<file path="src/serial_command_framer_core_defines.svh">
// Assertion macros for the serial command framer.
`ifndef SERIAL_COMMAND_FRAMER_CORE_DEFINES_SVH
`define SERIAL_COMMAND_FRAMER_CORE_DEFINES_SVH

`ifndef NO_ASSERTIONS
`define SCF_ASSERT(label, prop) \
    label: assert property (@(posedge clk) disable iff (!rst_n) prop) \
        else $error("serial command framer check failed");
`define SCF_ASSERT_ALWAYS(label, prop) \
    label: assert property (@(posedge clk) prop) \
        else $error("serial command framer check failed");
`else
`define SCF_ASSERT(label, prop)
`define SCF_ASSERT_ALWAYS(label, prop)
`endif

`endif

</file>
<file path="src/scf_pkg.sv">
// Types, constants and helpers shared by the serial command framer.
package scf_pkg;

    localparam int MAX_COMMANDS = 8;
    localparam int ACC_W        = 32;
    localparam int COUNT_W      = 4;
    localparam int SIZES_W      = 24;
    localparam int LEFT_W       = 3;
    localparam int CMD_W        = 3;

    localparam logic REG_COMMAND_COUNT = 1'b0;
    localparam logic REG_PAYLOAD_SIZES = 1'b1;

    localparam logic REQ_POLL = 1'b0;
    localparam logic REQ_SEND = 1'b1;

    typedef struct packed {
        logic              pending_valid;
        logic [7:0]        pending_low_byte;
        logic [LEFT_W-1:0] payload_left;
        logic [7:0]        current_command;
        logic [ACC_W-1:0]  payload_accumulator;
    } scf_state_t;

    typedef struct packed {
        logic               req_type;
        logic               tx_busy;
        logic               rx_available;
        logic [7:0]         rx_byte;
        logic [15:0]        send_value;
    } scf_item_t;

    typedef struct packed {
        logic               tx_valid;
        logic [7:0]         tx_byte;
        logic               dispatch_valid;
        logic [CMD_W-1:0]   dispatch_command;
        logic [ACC_W-1:0]   dispatch_data;
    } scf_result_t;

    function automatic logic [COUNT_W-1:0] known_count(input logic [COUNT_W-1:0] count);
        logic [COUNT_W-1:0] cap;
        cap = COUNT_W'(MAX_COMMANDS);
        return (count > cap) ? cap : count;
    endfunction

    function automatic logic [LEFT_W-1:0] payload_size(input logic [SIZES_W-1:0] sizes,
                                                       input logic [CMD_W-1:0] cmd);
        logic [4:0] base;
        base = 5'(cmd) * 5'd3;
        return sizes[base +: LEFT_W];
    endfunction

endpackage

</file>
<file path="src/scf_step.sv">
// Per-beat framing logic: transmit, frame parse and dispatch decision.
module scf_step
(
    input  scf_pkg::scf_state_t               state,
    input  scf_pkg::scf_item_t                item,
    input  logic [scf_pkg::COUNT_W-1:0]       command_count,
    input  logic [scf_pkg::SIZES_W-1:0]       payload_sizes,
    output scf_pkg::scf_state_t               state_next,
    output scf_pkg::scf_result_t              result,
    output logic                              has_result
);

    logic [scf_pkg::COUNT_W-1:0] known;
    logic                        rx_known;
    logic                        cmd_known;

    assign known    = scf_pkg::known_count(command_count);
    assign rx_known = item.rx_byte < 8'(known);

    always_comb
    begin
        state_next = state;
        result     = '0;
        cmd_known  = 1'b0;
        if (item.req_type == scf_pkg::REQ_SEND)
        begin
            state_next.pending_low_byte = item.send_value[7:0];
            state_next.pending_valid    = 1'b1;
            result.tx_valid             = 1'b1;
            result.tx_byte              = item.send_value[15:8];
        end
        else
        begin
            if (!item.tx_busy && state.pending_valid)
            begin
                result.tx_valid          = 1'b1;
                result.tx_byte           = state.pending_low_byte;
                state_next.pending_valid = 1'b0;
            end
            if (item.rx_available)
            begin
                if (state.payload_left == '0)
                begin
                    state_next.current_command     = item.rx_byte;
                    state_next.payload_accumulator = '0;
                    if (rx_known)
                    begin
                        state_next.payload_left =
                            scf_pkg::payload_size(payload_sizes, item.rx_byte[2:0]);
                    end
                end
                else
                begin
                    state_next.payload_accumulator =
                        {state.payload_accumulator[scf_pkg::ACC_W-9:0], item.rx_byte};
                    state_next.payload_left = state.payload_left - 1'b1;
                end
                cmd_known = state_next.current_command < 8'(known);
                if (state_next.payload_left == '0 && cmd_known)
                begin
                    result.dispatch_valid   = 1'b1;
                    result.dispatch_command = state_next.current_command[2:0];
                    result.dispatch_data    = state_next.payload_accumulator;
                end
            end
        end
    end

    assign has_result = result.tx_valid | result.dispatch_valid;

endmodule

</file>
<file path="src/serial_command_framer_core.sv">
// Serial command framer top level: config registers, framing state, output register.
// A result is registered and appears on the master side in the cycle after its input beat is taken.
// Throughput: one input beat per cycle; the only stall is a held output register.
// s_tready is low only while a result waits and m_tready is low.
// Reset (rst_n low, asynchronous): config, framing state and output valid clear to zero.
`include "serial_command_framer_core_defines.svh"

module serial_command_framer_core
(
    input  logic                          clk,
    input  logic                          rst_n,
    input  logic                          s_tvalid,
    output logic                          s_tready,
    input  logic [31:0]                   s_tdata,  // tx_busy, rx_available, rx_byte, send_value
    input  logic                          s_tuser,  // req_type
    output logic                          m_tvalid,
    input  logic                          m_tready,
    output logic [47:0]                   m_tdata,  // tx_byte, dispatch_command, dispatch_data
    output logic [1:0]                    m_tuser,  // tx_valid, dispatch_valid
    input  logic                          cfg_valid,
    output logic                          cfg_ready,
    input  logic                          cfg_index,
    input  logic [scf_pkg::SIZES_W-1:0]   cfg_data
);

    logic [scf_pkg::COUNT_W-1:0] command_count_reg;
    logic [scf_pkg::SIZES_W-1:0] payload_sizes_reg;
    scf_pkg::scf_state_t         state_reg;
    scf_pkg::scf_state_t         state_next;
    scf_pkg::scf_item_t          item;
    scf_pkg::scf_result_t        result_next;
    scf_pkg::scf_result_t        result_reg;
    logic                        has_result;
    logic                        out_valid_reg;
    logic                        in_beat;

    assign item.req_type     = s_tuser;
    assign item.tx_busy      = s_tdata[0];
    assign item.rx_available = s_tdata[1];
    assign item.rx_byte      = s_tdata[9:2];
    assign item.send_value   = s_tdata[25:10];

    assign cfg_ready = 1'b1;
    assign s_tready  = !out_valid_reg || m_tready;
    assign in_beat   = s_tvalid && s_tready;

    scf_step u_step
    (
        .state         (state_reg),
        .item          (item),
        .command_count (command_count_reg),
        .payload_sizes (payload_sizes_reg),
        .state_next    (state_next),
        .result        (result_next),
        .has_result    (has_result)
    );

    always_ff @(posedge clk or negedge rst_n)
    begin
        if (!rst_n)
        begin
            command_count_reg <= '0;
            payload_sizes_reg <= '0;
        end
        else if (cfg_valid)
        begin
            case (cfg_index)
                scf_pkg::REG_COMMAND_COUNT: command_count_reg <= cfg_data[scf_pkg::COUNT_W-1:0];
                scf_pkg::REG_PAYLOAD_SIZES: payload_sizes_reg <= cfg_data;
                default: ;
            endcase
        end
    end

    always_ff @(posedge clk or negedge rst_n)
    begin
        if (!rst_n)
        begin
            state_reg     <= '0;
            out_valid_reg <= 1'b0;
        end
        else if (in_beat)
        begin
            state_reg     <= state_next;
            out_valid_reg <= has_result;
        end
        else if (m_tready)
        begin
            out_valid_reg <= 1'b0;
        end
    end

    always_ff @(posedge clk)
    begin
        if (in_beat && has_result)
        begin
            result_reg <= result_next;
        end
    end

    assign m_tvalid = out_valid_reg;
    assign m_tuser  = {result_reg.dispatch_valid, result_reg.tx_valid};
    assign m_tdata  = {5'b0, result_reg.dispatch_data, result_reg.dispatch_command,
                       result_reg.tx_byte};

    `SCF_ASSERT(a_result_has_kind, m_tvalid |-> (m_tuser[0] || m_tuser[1]))
    `SCF_ASSERT(a_idle_tx_zero, (m_tvalid && !m_tuser[0]) |-> (m_tdata[7:0] == 8'h00))
    `SCF_ASSERT(a_idle_dispatch_zero, (m_tvalid && !m_tuser[1]) |-> (m_tdata[42:8] == '0))
    `SCF_ASSERT(a_send_sets_pending, (in_beat && s_tuser) |=> state_reg.pending_valid)
    `SCF_ASSERT(a_send_emits_tx, (in_beat && s_tuser) |=> (m_tvalid && m_tuser[0]))
    `SCF_ASSERT_ALWAYS(a_ready_when_empty, !m_tvalid |-> s_tready)

endmodule
</file>
<file path="config.mk">
export PLATFORM = sky130hd
export DESIGN_NAME = serial_command_framer_core
export DESIGN_NICKNAME = d
export VERILOG_FILES = /design/src/scf_pkg.sv /design/src/scf_step.sv /design/src/serial_command_framer_core.sv
export VERILOG_INCLUDE_DIRS = /design/src /design/src/src
export SDC_FILE = /design/constraint.sdc
export NUM_CORES = 1
export LEC_CHECK = 0
export BUFFER_PORTS_ARGS = -buffer_cell sky130_fd_sc_hd__buf_2
export CAP_MARGIN = 15
export CORE_ASPECT_RATIO = 0.75
export CORE_MARGIN = 1
export CORE_UTILIZATION = 30
export CTS_BUF_LIST = sky130_fd_sc_hd__clkbuf_2
export DETAILED_ROUTE_END_ITERATION = 10
export MAX_ROUTING_LAYER = met4
export PLACE_DENSITY_LB_ADDON = 0.2
export REMOVE_ABC_BUFFERS = 1
export SKIP_LAST_GASP = 1
export SLEW_MARGIN = 20
export SYNTH_ARGS = -nofsm -noshare
export SYNTH_HDL_FRONTEND = slang
export SYNTH_HIERARCHICAL = 1
export SYNTH_SLANG_ARGS = --single-unit
</file>
<file path="constraint.sdc">
create_clock -name clk -period 8.2 [get_ports clk]
set_input_delay 0.82 -clock clk [delete_from_list [all_inputs] [get_ports clk]]
set_output_delay 0.82 -clock clk [all_outputs]
set_load 0.02 [all_outputs]
</file>
==> results.md <==
| Stage | Result | Value |
| --- | --- | --- |
| clock tree | Number of buffers added to fix hold violations after cts | 0 |
| cells and area | Max FFs per register | 44 |
| clock tree | Clock tree from TritonCTS | done |
| die | Initial Util | 0.3059 |
| clock tree | Largest buffer count on any clock path | 2 |
| placed design | Post-detailed-placement cell area | 0.006578 mm2 |
| cells and area | Number of antenna cells inserted | 0 |
| timing | Final worst path period share | 0.5919 |
| global routing | Met1 global-route usage | 0.1639 |
| placed design | Instance count after placement with tap cells included | 797 |
| synth | Post-Synthesis Cell Area | 0.005928 mm2 |
| clock tree | Latest clock arrival within the worst-skew pair | 0.68 ns |
| worst setup path | Type of element capturing the critical path | flop |
| timing | Unrepaired setup endpoints after global routing | false |
| global routing | Global-route wire length before repair | 18.10 mm |
| cells and area | Relative area change from synthesis to final layout | 15.13% |
| worst setup path | Worst Path Class, Setup | flop to flop |
| die | Row count | 44 |
| route | Routed length per placed instance | 13.96 um |
| worst setup path | Buffers plus inverters on the worst setup path | 3 |
| die | Width of the die | 164.3 um |
| synth | Post-synthesis cell count | 470 |
| cells and area | Cell area after layout | 0.006825 mm2 |
| route | Overall via count from detail_route | 3699 |
| placed design | Detailed Place HPWL | 7.621 mm |
| route | Total wirelength of the detailed-routed design | 11.59 mm |
| clock tree | Clock sink total | 118 |
| route | Number of nets still failing antenna checks after routing | 0 |
| min path | Hold WC Path Type | primary input to async pin |
| worst setup path | Max Fanout on Critical Path | 45 |
| global routing | Total overflow reported by the global router | 0 |
| route | Via density per instance | 4.457 |
| clock tree | Number of instances resized during post-cts repair | 0 |
| global routing | Met3 Use GR | 0.04262 |
| die | Boundary pin count | 116 |
| timing | Relative max-transition margin | 0.3256 |
| timing | Post-route setup TNS | 0 ns |
| clock tree | Maximum level of the CTS H-tree | 4 |
| worst setup path | Required time reported for the critical path endpoint | 8.52 ns |
| global routing | Global-route total usage across every layer | 0.1224 |
| clock tree | Total setup buffers inserted after CTS | 0 |
| worst setup path | Startpoint type of the worst setup path | flop |
| timing | Maximum clock frequency | 206.0 MHz |
| cells and area | Net total in the final layout | 635 |
| placed design | Number of port buffers | 103 |
| worst setup path | Highest-delay cell along the critical path | ha_1 |
| route | DRC violation total after the first TritonRoute iteration | 167 |
| cells and area | Non-filler instance count after layout | 830 |
| die | Core Box Area | 0.01938 mm2 |
| cells and area | Layout cell share with drive strength beyond 1 | 0.3899 |
| timing | Number of max-slew violations in the final report | 0 |
| worst setup path | Data arrival time of the critical path | 5.17 ns |
| power | Ratio of total power to cell area | 257.5 mW/mm2 |
| die | Die span in y | 123.7 um |
| worst setup path | Kind of cell adding the most delay to the critical path | simple AND/OR/NAND/NOR gates |
| worst setup path | Delay contributed by the slowest stage of the critical path | 0.65 ns |
| worst setup path | Cell breakdown of the critical path | inv_2 -> ha_1 -> ha_1 -> buf_4 -> mux2_1 -> ha_1 -> nand2_1 -> nand2_1 -> or4_1 -> or3b_4 -> o21bai_1 -> nand2_1 -> nor2b_4 -> buf_4 |
| outcome | Status | finished, final reports clean |
| die | Die area | 0.02033 mm2 |
| job | Max-capacitance violation count | 0 |
| power | IR drop worst, VDD | 0.08067 mV |
| timing | Least setup slack across all paths after layout | 3.347 ns |
| clock tree | Clock root cell | clkbuf_2 |
| timing | Slew at the pin with the worst max-slew slack | 1.012 ns |
| power | Total leakage power | 3.055 nW |
| global routing | Pin count of the biggest net entering global routing | 74 |
| synth | Synth warnings | 6 |
| synth | Average footprint of a synthesized cell | 12.61 um2 |
| placed design | Final weighted congestion in routability-driven placement | 0.7478 |
| timing | Time the worst path needs with I/O delays and setup | 4.853 ns |
| route | Remaining DRCs | 0 |
| clock tree | Clock-pin slew reported for the worst setup and hold paths after clock tree synthesis | 0.19 ns |
| global routing | Met2 Track Usage GR | 0.1717 |
| global routing | Initial antenna violation count | 0 |
| global routing | Via count of the first global-routing pass | 3461 |
| route | 1st-pass router iterations | 6 |
| timing | Final setup skew | 0.03416 ns |
| timing | Setup-violating endpoint count in the final report | 0 |
| global routing | Highest-utilization routing layer at the global route stage | met2 |
| cells and area | Layout Utilization | 0.3522 |
| placed design | Dpl ws | 3.352 ns |
| timing | Final hold violation count | 0 |
| clock tree | Total CTS buffers | 17 |
-- final timing paths --
| check | startpoint | endpoint | slack (ns) | cells past startpoint |
|---|---|---|---|---|
| max in group asynchronous | rst_n | payload_sizes_reg[3] | 7.48 | 2 |
| worst min-delay path | rst_n | state_reg[21] | 0.09 | 1 |
| worst max register to register | state_reg[40] | m_tdata[39] | 3.35 | 14 |
| worst min register to register | payload_sizes_reg[9] | payload_sizes_reg[9] | 0.52 | 1 |
| worst max-delay path | state_reg[40] | m_tdata[39] | 3.35 | 14 |
| min in group clk | cfg_data[11] | payload_sizes_reg[11] | 0.38 | 2 |
-- cells in the final DEF, fill, tap and decap left out, types with 2 or more instances in the layout --
master and instances:
clkbuf_2 19, dfrtp_1 73, o21ai_1 27, mux2_1 6
nor2_1 6, nand2_1 63, inv_1 6, buf_2 102
mux4_2 6, nand2b_1 36, mux2_2 30, conb_1 6
clkinv_1 2, o22ai_1 2, clkinvlp_4 5, ha_1 8
clkinv_2 2, a21oi_1 6, nor4b_1 2, and2_1 32
o211ai_1 3, bufinv_16 2, edfxtp_1 45, buf_4 4
mux2i_1 5, o21ai_0 9, nor3_1 3, mux2_4 43
-- per-stage QoR --
step	total power, W	hold WS (ns)
floorplan	0.001263	0.4739
CTS	0.001783	0.2506
global route	0.001884	0.01891
global placement	0.001387	0.4845
detailed placement	0.001407	0.4897
finish	0.001758	0.09175
-- power by group --
| part | internal [W] | switching, W |
|---|---|---|
| combinational | 0.000306 | 0.000253 |
| sequential | 0.000741 | 0.0000905 |
| clock | 0.000139 | 0.000228 |
-- cell type report --
cell class | instances | area (um2)
Inverter | 7 | 26.28
Clock inverter | 13 | 132.6
Fill cell | 1951 | 12550
Timing Repair Buffer | 107 | 560.5
Clock buffer | 19 | 95.09
Multi-Input combinational cell | 313 | 2516
Tap cell | 253 | 316.6
Sequential cell | 118 | 3178
-- layer usage --
layer	up-vias	wire, um
met5	-	0
met4	0	108
li1	1810	-
met2	87	4894
met3	9	688
met1	1793	5894
Power figures use the tool's default switching activity.
